### config.mk
export PLATFORM = sky130hd
export DESIGN_NAME = text_line_row_segmenter_core
export DESIGN_NICKNAME = d
export VERILOG_FILES = /design/src/sv/lseg_pkg.sv /design/src/sv/lseg_front.sv /design/src/sv/lseg_fifo.sv /design/src/sv/lseg_back.sv /design/src/sv/text_line_row_segmenter_core.sv
export SDC_FILE = /design/constraint.sdc
export NUM_CORES = 1
export LEC_CHECK = 0
export BUFFER_PORTS_ARGS = -buffer_cell sky130_fd_sc_hd__buf_2
export CAP_MARGIN = 5
export CORE_MARGIN = 10
export CORE_UTILIZATION = 32
export CTS_CLUSTER_DIAMETER = 150
export CTS_CLUSTER_SIZE = 14
export DETAILED_ROUTE_END_ITERATION = 8
export PLACE_DENSITY = 0.51
export SLEW_MARGIN = 20
export SYNTH_ARGS = -nofsm -noshare
export SYNTH_HDL_FRONTEND = slang
export SYNTH_SLANG_ARGS = --single-unit
### constraint.sdc
create_clock -name clk -period 5.9 [get_ports clk]
set_input_delay 0.295 -clock clk [delete_from_list [all_inputs] [get_ports clk]]
set_output_delay 0.295 -clock clk [all_outputs]
set_load 0.1 [all_outputs]
### src/sv/lseg_pkg.sv
package lseg_pkg;

  localparam int unsigned START_W = 12;
  localparam int unsigned END_W   = 13;
  localparam int unsigned INDEX_W = 11;
  localparam int unsigned TOTAL_W = 12;
  localparam int unsigned DIM_W   = 13;

  localparam int unsigned FIFO_DEPTH = 4;
  localparam int unsigned FIFO_AW    = $clog2(FIFO_DEPTH);

  localparam logic REG_IMAGE_WIDTH  = 1'b0;
  localparam logic REG_IMAGE_HEIGHT = 1'b1;

  localparam logic KIND_SEGMENT = 1'b0;
  localparam logic KIND_SUMMARY = 1'b1;

  typedef struct packed {
    logic               has_seg;
    logic               has_sum;
    logic [START_W-1:0] start_row;
    logic [END_W-1:0]   end_row;
    logic [INDEX_W-1:0] line_index;
    logic [TOTAL_W-1:0] line_total;
  } lseg_evt_t;

endpackage

### src/sv/lseg_front.sv
module lseg_front #(
  parameter int unsigned MAX_DIM = 4096
) (
  input  logic                       clk,
  input  logic                       rst_n,
  input  logic                       in_valid,
  output logic                       in_ready,
  input  logic                       in_pixel_ink,
  input  logic                       cfg_valid,
  output logic                       cfg_ready,
  input  logic                       cfg_index,
  input  logic [lseg_pkg::DIM_W-1:0] cfg_data,
  input  logic                       fifo_full,
  output logic                       push,
  output lseg_pkg::lseg_evt_t        push_evt
);
  import lseg_pkg::*;

  localparam int unsigned PW = (MAX_DIM > 1) ? $clog2(MAX_DIM) : 1;
  localparam int unsigned DW = $clog2(MAX_DIM + 1);
  localparam int unsigned SW = $clog2((MAX_DIM + 1) / 2 + 1);

  function automatic logic [DW-1:0] clamp_dim(input logic [DIM_W-1:0] v);
    logic [DW-1:0] r;
    if (v == '0) begin
      r = DW'(1);
    end else if (32'(v) > 32'(MAX_DIM)) begin
      r = DW'(MAX_DIM);
    end else begin
      r = DW'(v);
    end
    return r;
  endfunction

  logic [DW-1:0] width_r, height_r;
  logic [PW-1:0] col_r, row_r, seg_start_r;
  logic [PW-1:0] col_nxt, row_nxt, seg_start_nxt;
  logic          seen_r, inside_r, seen_nxt, inside_nxt;
  logic [SW-1:0] found_r, found_nxt;

  logic          accept, ink_any, row_end, frame_end, seg_close, has_seg;
  logic [PW:0]   col_inc, row_inc;
  logic [PW-1:0] start_cur;
  logic [SW:0]   total;

  assign cfg_ready = 1'b1;
  assign in_ready  = !fifo_full;
  assign accept    = in_valid && in_ready;

  always_comb begin
    ink_any   = seen_r || in_pixel_ink;
    col_inc   = {1'b0, col_r} + 1'b1;
    row_inc   = {1'b0, row_r} + 1'b1;
    row_end   = col_inc >= (PW + 1)'(width_r);
    frame_end = row_inc >= (PW + 1)'(height_r);
    seg_close = !ink_any && inside_r;
    start_cur = (ink_any && !inside_r) ? row_r : seg_start_r;
    has_seg   = seg_close || (frame_end && ink_any);
    total     = {1'b0, found_r} + (SW + 1)'(has_seg);

    push_evt.has_seg    = has_seg;
    push_evt.has_sum    = frame_end;
    push_evt.start_row  = START_W'(start_cur);
    push_evt.end_row    = seg_close ? END_W'(row_r) : END_W'(row_inc);
    push_evt.line_index = INDEX_W'(found_r);
    push_evt.line_total = TOTAL_W'(total);
    push = accept && row_end && (has_seg || frame_end);

    col_nxt       = col_r;
    row_nxt       = row_r;
    seen_nxt      = seen_r;
    inside_nxt    = inside_r;
    seg_start_nxt = seg_start_r;
    found_nxt     = found_r;
    if (accept) begin
      if (!row_end) begin
        col_nxt  = col_inc[PW-1:0];
        seen_nxt = ink_any;
      end else begin
        col_nxt  = '0;
        seen_nxt = 1'b0;
        if (frame_end) begin
          row_nxt       = '0;
          inside_nxt    = 1'b0;
          seg_start_nxt = '0;
          found_nxt     = '0;
        end else begin
          row_nxt       = row_inc[PW-1:0];
          inside_nxt    = ink_any;
          seg_start_nxt = start_cur;
          found_nxt     = found_r + SW'(seg_close);
        end
      end
    end
  end

  always_ff @(posedge clk) begin
    if (!rst_n) begin
      width_r     <= DW'(1);
      height_r    <= DW'(1);
      col_r       <= '0;
      row_r       <= '0;
      seen_r      <= 1'b0;
      inside_r    <= 1'b0;
      seg_start_r <= '0;
      found_r     <= '0;
    end else begin
      if (cfg_valid && cfg_ready) begin
        unique case (cfg_index)
          REG_IMAGE_WIDTH:  width_r  <= clamp_dim(cfg_data);
          REG_IMAGE_HEIGHT: height_r <= clamp_dim(cfg_data);
          default: ;
        endcase
      end
      col_r       <= col_nxt;
      row_r       <= row_nxt;
      seen_r      <= seen_nxt;
      inside_r    <= inside_nxt;
      seg_start_r <= seg_start_nxt;
      found_r     <= found_nxt;
    end
  end

  a_push_not_full: assert property (@(posedge clk) disable iff (!rst_n)
    push |-> !fifo_full)
    else $error("event pushed into a full queue");

endmodule

### src/sv/lseg_fifo.sv
module lseg_fifo (
  input  logic                clk,
  input  logic                rst_n,
  input  logic                push,
  input  lseg_pkg::lseg_evt_t push_evt,
  output logic                full,
  input  logic                pop,
  output logic                head_valid,
  output lseg_pkg::lseg_evt_t head_evt
);
  import lseg_pkg::*;

  lseg_evt_t          mem_r [FIFO_DEPTH];
  logic [FIFO_AW-1:0] wr_ptr_r, rd_ptr_r;
  logic [FIFO_AW:0]   cnt_r;

  assign full       = cnt_r == (FIFO_AW + 1)'(FIFO_DEPTH);
  assign head_valid = cnt_r != '0;
  assign head_evt   = mem_r[rd_ptr_r];

  always_ff @(posedge clk) begin
    if (push) begin
      mem_r[wr_ptr_r] <= push_evt;
    end
  end

  always_ff @(posedge clk) begin
    if (!rst_n) begin
      wr_ptr_r <= '0;
      rd_ptr_r <= '0;
      cnt_r    <= '0;
    end else begin
      if (push) begin
        wr_ptr_r <= wr_ptr_r + 1'b1;
      end
      if (pop) begin
        rd_ptr_r <= rd_ptr_r + 1'b1;
      end
      cnt_r <= cnt_r + (FIFO_AW + 1)'(push) - (FIFO_AW + 1)'(pop);
    end
  end

  a_no_overflow: assert property (@(posedge clk) disable iff (!rst_n)
    cnt_r <= (FIFO_AW + 1)'(FIFO_DEPTH))
    else $error("queue count above depth");

  a_no_underflow: assert property (@(posedge clk) disable iff (!rst_n)
    pop |-> head_valid)
    else $error("pop from an empty queue");

endmodule

### src/sv/lseg_back.sv
module lseg_back (
  input  logic                         clk,
  input  logic                         rst_n,
  input  logic                         head_valid,
  input  lseg_pkg::lseg_evt_t          head_evt,
  output logic                         pop,
  output logic                         out_valid,
  input  logic                         out_ready,
  output logic                         out_record_kind,
  output logic [lseg_pkg::START_W-1:0] out_start_row,
  output logic [lseg_pkg::END_W-1:0]   out_end_row,
  output logic [lseg_pkg::INDEX_W-1:0] out_line_index,
  output logic [lseg_pkg::TOTAL_W-1:0] out_line_total,
  output logic                         out_last_of_run
);
  import lseg_pkg::*;

  logic               valid_r, phase_r, load, emit_seg;
  logic               kind_r, last_r;
  logic [START_W-1:0] start_r;
  logic [END_W-1:0]   end_r;
  logic [INDEX_W-1:0] index_r;
  logic [TOTAL_W-1:0] total_r;

  assign load     = (!valid_r || out_ready) && head_valid;
  assign emit_seg = head_evt.has_seg && !phase_r;
  assign pop      = load && !(emit_seg && head_evt.has_sum);

  assign out_valid       = valid_r;
  assign out_record_kind = kind_r;
  assign out_start_row   = start_r;
  assign out_end_row     = end_r;
  assign out_line_index  = index_r;
  assign out_line_total  = total_r;
  assign out_last_of_run = last_r;

  always_ff @(posedge clk) begin
    if (load) begin
      if (emit_seg) begin
        kind_r  <= KIND_SEGMENT;
        start_r <= head_evt.start_row;
        end_r   <= head_evt.end_row;
        index_r <= head_evt.line_index;
        total_r <= '0;
        last_r  <= !head_evt.has_sum;
      end else begin
        kind_r  <= KIND_SUMMARY;
        start_r <= '0;
        end_r   <= '0;
        index_r <= '0;
        total_r <= head_evt.line_total;
        last_r  <= 1'b1;
      end
    end
  end

  always_ff @(posedge clk) begin
    if (!rst_n) begin
      valid_r <= 1'b0;
      phase_r <= 1'b0;
    end else begin
      if (load) begin
        valid_r <= 1'b1;
        phase_r <= emit_seg && head_evt.has_sum;
      end else if (out_ready) begin
        valid_r <= 1'b0;
      end
    end
  end

  a_summary_is_last: assert property (@(posedge clk) disable iff (!rst_n)
    valid_r && kind_r == KIND_SUMMARY |-> last_r)
    else $error("summary word without last flag");

  a_phase_pending: assert property (@(posedge clk) disable iff (!rst_n)
    phase_r |-> head_valid && head_evt.has_sum)
    else $error("second word pending without a summary at the head");

endmodule

### src/sv/text_line_row_segmenter_core.sv
// Channel  Direction  Handshake               Word
// in       input      in_valid / in_ready     in_pixel_ink
// out      output     out_valid / out_ready   record kind, rows, index, total, last
// cfg      input      cfg_valid / cfg_ready   cfg_index, cfg_data
//
// One pixel is taken every cycle while the four-entry event queue has room.
// A frame end inside an open line gives two words, which leave the output
// register one after the other; the queue absorbs that, so with one-pixel frames of
// ink the input slows to one pixel for every two output words.
// Reset is synchronous; sizes return to one by one.
// Either side may stall without stopping the other until the queue fills.
module text_line_row_segmenter_core #(
  parameter int unsigned MAX_DIM = 4096
) (
  input  logic                         clk,
  input  logic                         rst_n,
  input  logic                         in_valid,
  output logic                         in_ready,
  input  logic                         in_pixel_ink,
  output logic                         out_valid,
  input  logic                         out_ready,
  output logic                         out_record_kind,
  output logic [lseg_pkg::START_W-1:0] out_start_row,
  output logic [lseg_pkg::END_W-1:0]   out_end_row,
  output logic [lseg_pkg::INDEX_W-1:0] out_line_index,
  output logic [lseg_pkg::TOTAL_W-1:0] out_line_total,
  output logic                         out_last_of_run,
  input  logic                         cfg_valid,
  output logic                         cfg_ready,
  input  logic                         cfg_index,
  input  logic [lseg_pkg::DIM_W-1:0]   cfg_data
);
  import lseg_pkg::*;

  logic      push, fifo_full, pop, head_valid;
  lseg_evt_t push_evt, head_evt;

  lseg_front #(
    .MAX_DIM(MAX_DIM)
  ) u_front (
    .clk          (clk),
    .rst_n        (rst_n),
    .in_valid     (in_valid),
    .in_ready     (in_ready),
    .in_pixel_ink (in_pixel_ink),
    .cfg_valid    (cfg_valid),
    .cfg_ready    (cfg_ready),
    .cfg_index    (cfg_index),
    .cfg_data     (cfg_data),
    .fifo_full    (fifo_full),
    .push         (push),
    .push_evt     (push_evt)
  );

  lseg_fifo u_fifo (
    .clk        (clk),
    .rst_n      (rst_n),
    .push       (push),
    .push_evt   (push_evt),
    .full       (fifo_full),
    .pop        (pop),
    .head_valid (head_valid),
    .head_evt   (head_evt)
  );

  lseg_back u_back (
    .clk             (clk),
    .rst_n           (rst_n),
    .head_valid      (head_valid),
    .head_evt        (head_evt),
    .pop             (pop),
    .out_valid       (out_valid),
    .out_ready       (out_ready),
    .out_record_kind (out_record_kind),
    .out_start_row   (out_start_row),
    .out_end_row     (out_end_row),
    .out_line_index  (out_line_index),
    .out_line_total  (out_line_total),
    .out_last_of_run (out_last_of_run)
  );

endmodule
==> impl_metrics.py, run 1 <==
metrics = {
    "min_path": {
        "holdPathEnd": "u_back.out_valid$_SDFFE_PN0P_",
        "min_path_type": "in2reg",
        "min_from": "out_ready",
        "min_path_cells": 3,
    },
    "grt": {
        "gr-total-overflow": 0,
        "first_global_vias": 8054,
        "grt_max_degree": 53,
        "grt_use_total_pct": 11.1,
        "grt_pass1_wl_microns": 47000,
        "antenna_found_initial": 0,
    },
    "sta": {
        "fin_crit_sh_pct": 79.2,
        "fin_crit_ps": 4670,
        "hold_violations": 0,
        "slew_headroom_pct": 30.4,
        "final_max_slew_viol_count": 0,
        "finalClockSkew_ps": 18.6,
        "max_freq_ghz": 0.214,
        "setup_viol": 0,
        "worst_pin_slew_ps": 1040,
        "rsz0062_at_grt": "no",
        "final.setup.tns_ps": 0,
    },
    "synthesis": {
        "syn_area_sq_um": 14200,
        "ys_types": 63,
        "syn_nets": 1049,
        "synth_cells": 990,
        "syn_area_per_cell_sq_um": 14.3,
        "ys_ff_latch": 337,
        "synth_edf_count": 250,
        "ys_top_cells_by_count": "edfxtp_1 (250), nand2_1 (94), dfxtp_1 (87), mux4_2 (50), nor2_1 (45)",
        "ys_warn_count": 0,
        "async_flop_share_pct": 0,
        "synthFlopType": "edfxtp_1",
        "post-synth-top-area-cell": "edfxtp_1",
        "synth-seq-area-share_pct": 65.1,
        "synth_most_common_cell": "edfxtp_1",
        "synth_top_area_share_pct": 52.8,
        "yosys-top-cells-area": "edfxtp_1 (53%), dfxtp_1 (12%), mux4_2 (7.9%), ha_1 (3.3%), nand2_1 (2.5%)",
    },
    "die": {
        "rows": 77,
        "start_util_pct": 32.3,
        "dieArea_sq_um": 53200,
        "ioPinCount": 73,
        "die_w_microns": 231,
        "design.core.area_sq_um": 44000,
        "die_h_microns": 231,
    },
    "worst_setup_path": {
        "crit_chain": "ha_1 > nand3_1 > nor2_1 > nand3_2 > nor2_1 > xor2_1 > ha_1 > a21oi_1 > o21ai_0 > a21oi_1 > nand2_1 > mux2_2 > ha_1 > ha_1 > nand3_1 > nor2_1 > nand3_1 > xnor2_1",
        "cp_data_arrival_time_ps": 4960,
        "crit_buf_inv": 0,
        "r2r-end": "u_fifo.mem_r[1][10]$_DFFE_PP_",
        "crit_type": "reg2reg",
        "cp-end-kind": "register",
        "required_ps": 6190,
        "start_kind": "register",
        "worst-r2r-setup-slack_ps": 1230,
        "cpLargestDelayFamily": "simple AND/OR/NAND/NOR gates",
        "crit_slowest_cell": "dfxtp_1",
        "critical_path_peak_fanout": 9,
        "max_stage_delay_ps": 470,
        "reg2regPathDepth": 18,
        "timing.rr.start": "u_front.row_r[0]$_SDFFE_PN0P_",
        "crit_path_frequent_cell": "ha_1",
    },
    "clock_network": {
        "htreeDepth": 1,
        "cts_buffer_depth": 3,
        "cts.sinks": 337,
        "cts_tree": "done",
        "worst_skew_pair.late_latency_ps": 580,
        "clk_pin_slew_ps": 70,
        "root_buffer": "clkbuf_16",
        "cts_buffers": 28,
    },
    "drt": {
        "via_per_inst": 4.74,
        "dr.pass1.iters": 5,
        "remaining_drc_errors": 0,
        "ant_nets": 0,
        "wirelength_microns": 29700,
        "vias": 7868,
        "drtIter0Drc": 465,
        "wl_per_cell_microns": 17.9,
    },
    "power_and_ir_drop": {
        "p_leak_nw": 5.68,
        "finalPower_mw": 7.51,
        "ir_worst_vdd_v": 0.000299,
        "p_per_area_nw_per_um2": 470,
    },
    "cells_and_area": {
        "area_growth_pct": 12.3,
        "drive_gt1_share_pct": 18.9,
        "diodes": 0,
        "nets": 1105,
    },
    "run": {
        "cap_violations": 0,
    },
    "outcome": {
        "outcome": "completed",
    },
    "place": {
        "gp_congestion": 0.787,
        "io_buffers": 71,
        "hpwl_microns": 18400,
    },
}
==> where the power goes <==
| group | switching, mW | total (mW) | internal, mW |
|---|---|---|---|
| Clock | 0.848 | 1.75 | 0.906 |
| Combinational | 2.03 | 2.64 | 0.603 |
| Sequential | 0.144 | 3.11 | 2.97 |
| Total | 3.03 | 7.51 | 4.48 |
==> layout make-up <==
cell class	count	area [sq um]
fillers	4280	28100
flip-flops and latches	337	9260
multi-input cells	564	4580
clock buffers	49	783
well taps	592	741
repair buffers	78	410
inverters	37	139
clock inverters	2	46.3
==> cell families (layout without fill, tap and decap cells) <==
group | after synthesis | in the layout | synth area share, %
AND/OR/NAND/NOR | 285 | 285 | 9.86
other | 1 | 1 | 0.0264
flip-flops | 337 | 337 | 65.1
AO/OA/AOI/OAI | 117 | 117 | 6.13
adder cells (fa/ha/maj) | 39 | 39 | 3.49
XOR/XNOR | 56 | 56 | 3.45
buffers and inverters | 89 | 166 | 2.76
multiplexers | 66 | 66 | 9.18
==> flip-flops by register name (all words and copies together) (netlist names), 12 cells and up, named ones only <==
| signal | flops |
|---|---|
| u_fifo.mem_r | 200 |
| u_back.out_end_row | 13 |
| u_front.height_r | 13 |
| u_front.width_r | 13 |
| u_back.out_line_total | 12 |
| u_back.out_start_row | 12 |
| u_front.col_r | 12 |
| u_front.found_r | 12 |
| u_front.row_r | 12 |
| u_front.seg_start_r | 12 |
==> worst register-to-register path: stages (launching register included) <==
cell and delay (ps):
dfxtp_1 470, ha_1 290, nand3_1 220, nor2_1 310, nand3_2 230, nor2_1 220, xor2_1 180, ha_1 280
a21oi_1 140, o21ai_0 110, a21oi_1 400, nand2_1 250, mux2_2 380, ha_1 220, ha_1 200, nand3_1 150
nor2_1 90, nand3_1 120, xnor2_1 130
==> layout by cell type (no fill, tap or decap), types with 3 or more instances in the layout <==
master     Yosys  final
nand3_1       24     24
a22o_2         6      6
dfxtp_1       87     85
o41ai_1        3      3
buf_2         10     71
nand2b_1       3      3
and3_1        41     41
and2_4         1      5
mux2_2        14     14
nor4_1         3      3
edfxtp_1     250    250
clkbuf_1      27     20
xor2_1        27     27
inv_1         36     36
buf_4          4      6
ha_1          38     38
xnor2_1       29     29
clkbuf_16      0     28
a21o_1         4      4
nand2_1       94     94
nor3_1        20     20
a22o_1        13     13
nor2b_1       14     13
mux4_2        50     50
o31ai_1       10     10
and2_1        20     16
o21ai_0       21     21
nand4_1        9      9
nor2_1        45     45
a21oi_1       34     34
==> per-stage QoR <==
stage / instance area [sq um] / util, % / worst slack (ps) / hold slack [ps] / instances
floorplan: 14200 / - / 1230 / 433 / 990
global placement: 15100 / 34.3 / 1390 / 444 / 1607
detailed placement: 15100 / 34.3 / 1290 / 448 / 1607
CTS: 16000 / 36.2 / 1260 / 39.0 / 1659
global route: 16000 / 36.2 / 770 / 45.0 / 1659
finish: 16000 / 36.2 / 1230 / 44.1 / 1659
==> layer usage <==
metal  routed length (microns)  global-route usage [%]  up-vias
li1                          -                       -     3793
met1                     14300                    15.2     3913
met2                     13700                    17.9      126
met3                      1170                    2.17       36
met4                       554                    2.65        0
met5                         0                       0        -
==> what timing repair did <==
| item | CTS | global route |
|---|---|---|
| resized for setup | 0 | 0 |
| endpoints found under the hold margin | 1 | 0 |
| setup buffers | 0 | 0 |
| hold buffers | 1 | 0 |
| setup endpoints to repair | 0 | 0 |
==> worst max-delay path by stage <==
stage,end,start,cells after the start,slack (ps)
2_1_floorplan,u_fifo.cnt_r[1]$_SDFF_PN0_,u_back.out_valid$_SDFFE_PN0P_,8,1230
3_3_place_gp,u_fifo.mem_r[0][10]$_DFFE_PP_,u_front.row_r[0]$_SDFFE_PN0P_,18,1390
3_5_place_dp,u_fifo.mem_r[1][10]$_DFFE_PP_,u_front.row_r[0]$_SDFFE_PN0P_,18,1290
4_1_cts,u_fifo.mem_r[1][10]$_DFFE_PP_,u_front.row_r[0]$_SDFFE_PN0P_,18,1260
5_1_grt,u_fifo.mem_r[1][10]$_DFFE_PP_,u_front.row_r[0]$_SDFFE_PN0P_,18,770
6_report,u_fifo.mem_r[1][10]$_DFFE_PP_,u_front.row_r[0]$_SDFFE_PN0P_,18,1230
Power figures use the tool's default switching activity.
==> inputs of run 2 (changes only) <==
--- a/config.mk
+++ b/config.mk
@@ -5,6 +5,7 @@
 export SDC_FILE = /design/constraint.sdc
 export NUM_CORES = 1
 export LEC_CHECK = 0
+export ABC_AREA = 1
 export BUFFER_PORTS_ARGS = -buffer_cell sky130_fd_sc_hd__buf_2
 export CAP_MARGIN = 5
 export CORE_MARGIN = 10
@@ -12,7 +13,7 @@
 export CTS_CLUSTER_DIAMETER = 150
 export CTS_CLUSTER_SIZE = 14
 export DETAILED_ROUTE_END_ITERATION = 8
-export PLACE_DENSITY = 0.51
+export PLACE_DENSITY = 0.53
 export SLEW_MARGIN = 20
 export SYNTH_ARGS = -nofsm -noshare
 export SYNTH_HDL_FRONTEND = slang
==> constraint.sdc (replaced) <==
create_clock -name clk -period 3.8 [get_ports clk]
set_input_delay 0.19 -clock clk [delete_from_list [all_inputs] [get_ports clk]]
set_output_delay 0.19 -clock clk [all_outputs]
set_load 0.1 [all_outputs]
==> impl_metrics.py, run 2 <==
metrics = {
    "clock_network": {
        "clk_pin_slew_ps": 70,
        "cts_buffers": 28,
        "cts.sinks": 337,
        "worst_skew_pair.late_latency_ps": 560,
        "htreeDepth": 1,
        "cts_tree": "done",
        "root_buffer": "clkbuf_16",
        "cts_buffer_depth": 3,
    },
    "sta": {
        "worst_pin_slew_ps": 750,
        "slew_headroom_pct": 49.9,
        "max_freq_ghz": 0.283,
        "fin_crit_ps": 3530,
        "final_max_slew_viol_count": 0,
        "hold_violations": 0,
        "setup_viol": 0,
        "fin_crit_sh_pct": 92.9,
        "setup_slack_ps": 271,
        "finalClockSkew_ps": 17.6,
    },
    "place": {
        "gp_congestion": 0.818,
        "hpwl_microns": 20400,
        "pre_cts_ws_ps": 40.4,
        "io_buffers": 71,
    },
    "drt": {
        "wl_per_cell_microns": 15.8,
        "via_per_inst": 4.68,
        "remaining_drc_errors": 0,
        "drtIter0Drc": 681,
        "vias": 9698,
        "dr.pass1.iters": 5,
        "wirelength_microns": 32700,
        "ant_nets": 0,
    },
    "cells_and_area": {
        "nets": 1518,
        "diodes": 0,
        "layout_commonest_cell": "edfxtp_1",
        "n_fill_cell": 4436,
        "multi_input_area_sq_um": 4440,
        "final_cell_mix": "edfxtp_1 (250), nor2_1 (232), nand2_1 (155)",
        "ff_latch_area_sq_um": 9260,
        "top_register": "u_fifo.mem_r",
        "area_growth_pct": 15.1,
        "fin_util_pct": 37.3,
        "drive_gt1_share_pct": 12.8,
        "largest_register_ffs": 200,
    },
    "worst_setup_path": {
        "critical_path_peak_fanout": 5,
        "required_ps": 4250,
        "crit_type": "reg2reg",
        "start_kind": "register",
        "cp-end-kind": "register",
        "cp_data_arrival_time_ps": 3980,
    },
    "synthesis": {
        "ys_ff_latch": 337,
        "synth_top_area_share_pct": 52.2,
        "synth_most_common_cell": "edfxtp_1",
        "syn_area_sq_um": 14400,
        "ys_types": 41,
        "synth_cells": 1377,
        "yosys-top-cells-area": "edfxtp_1 (52%), dfxtp_1 (12%), nor2_1 (6.3%), o21ai_0 (5.2%), nand2_1 (4.1%)",
        "syn_nets": 1436,
        "synth-seq-area-share_pct": 64.3,
        "ys_top_cells_by_count": "edfxtp_1 (250), nor2_1 (240), nand2_1 (157), o21ai_0 (149), inv_1 (138)",
        "async_flop_share_pct": 0,
        "ys_warn_count": 0,
        "synth_edf_count": 250,
        "post-synth-top-area-cell": "edfxtp_1",
        "syn_area_per_cell_sq_um": 10.4,
        "synthFlopType": "edfxtp_1",
    },
    "grt": {
        "grt_use_total_pct": 11.8,
        "gr-total-overflow": 0,
        "grt_max_degree": 65,
        "antenna_found_initial": 0,
        "first_global_vias": 9232,
        "grt_pass1_wl_microns": 51500,
    },
    "min_path": {
        "min_path_type": "in2reg",
    },
    "power_and_ir_drop": {
        "ir_worst_vdd_v": 0.000689,
        "p_per_area_nw_per_um2": 770,
        "p_leak_nw": 6.31,
    },
    "run": {
        "cap_violations": 0,
    },
    "outcome": {
        "outcome": "completed",
    },
    "die": {
        "design.core.area_sq_um": 44300,
        "die_h_microns": 232,
        "dieArea_sq_um": 53800,
        "rows": 77,
        "start_util_pct": 32.4,
        "die_w_microns": 232,
        "ioPinCount": 73,
    },
}
## run 2: cell type report
cell class | instances | share of cell area (%)
tap | 592 | 4.48
sequential | 337 | 55.9
timing repair buffer | 112 | 4.52
multi-input combinational | 838 | 26.9
clock buffer | 50 | 4.86
clock inverter | 2 | 0.106
inverter | 142 | 3.24
## run 2: worst max-delay path, cell delays in order (launching register included)
cell	delay (ps)
dfxtp_4	380
ha_4	140
nand2_1	60
nor2_2	160
nand4_1	170
nor2_2	200
buf_4	140
xor2_2	180
ha_1	290
nand2_1	70
inv_1	50
nand2_1	60
nand2_1	50
a21oi_1	160
nand3_2	140
nand2_4	100
inv_4	40
nand2_2	50
ha_1	230
inv_1	60
ha_2	160
fa_2	420
nand2_1	70
inv_1	40
## run 2: final timing paths
path	to	depth (start not counted)	slack, ps	start
worst max-delay path	u_fifo.cnt_r[1]$_SDFF_PN0_	23	270	u_front.col_r[0]$_SDFFE_PN0P_
worst min-delay path	u_back.out_valid$_SDFFE_PN0P_	4	30	out_ready
worst max register to register	u_fifo.cnt_r[1]$_SDFF_PN0_	23	270	u_front.col_r[0]$_SDFFE_PN0P_
worst min register to register	u_front.seg_start_r[1]$_SDFFE_PN0P_	2	490	u_front.seg_start_r[1]$_SDFFE_PN0P_
## run 2: logic make-up (layout without fill, tap and decap cells)
logic type | after synthesis | in the layout | synth area share (%)
AND/OR/NAND/NOR | 484 | 484 | 13.9
flip-flops | 337 | 337 | 64.3
AO/OA/AOI/OAI | 289 | 289 | 11.0
buffers and inverters | 202 | 306 | 5.83
adder cells (fa/ha/maj) | 39 | 39 | 3.45
XOR/XNOR | 25 | 25 | 1.52
other | 1 | 1 | 0.0261
## run 2: routing by layer
layer / routed length [microns] / part of all wire, % / track usage, %
met5: 0 / 0 / 0
met4: 415 / 1.3 / 2.45
met1: 15300 / 47 / 16.2
met2: 15300 / 47 / 19.5
met3: 1590 / 4.9 / 1.81
## run 2: per-stage QoR
stage | TNS [ps] | instance area, sq um | power, mW | hold WS [ps] | instances
floorplan | -44810 | 14400 | 9.05 | 353 | 1377
global placement | 0 | 15500 | 10.1 | 463 | 2005
detailed placement | 0 | 15500 | 10.2 | 479 | 2005
CTS | 0 | 16400 | 12.9 | 20.6 | 2071
global route | -25.3 | 16500 | 13.5 | 62.7 | 2073
finish | 0 | 16500 | 12.7 | 34.5 | 2073
## run 2: power by group
| group | switching, mW | internal, mW | leakage, nW |
|---|---|---|---|
| sequential | 0.162 | 4.63 | 3.11 |
| clock | 1.27 | 1.43 | 0.391 |
| combinational | 4.23 | 1.02 | 2.81 |
| total | 5.66 | 7.09 | 6.31 |
## run 2: repair_timing
item,in CTS,in global routing
hold endpoints to repair,27,0
resized for setup,0,27
setup endpoints to repair,0,58
setup buffers,0,2
hold buffers,14,0
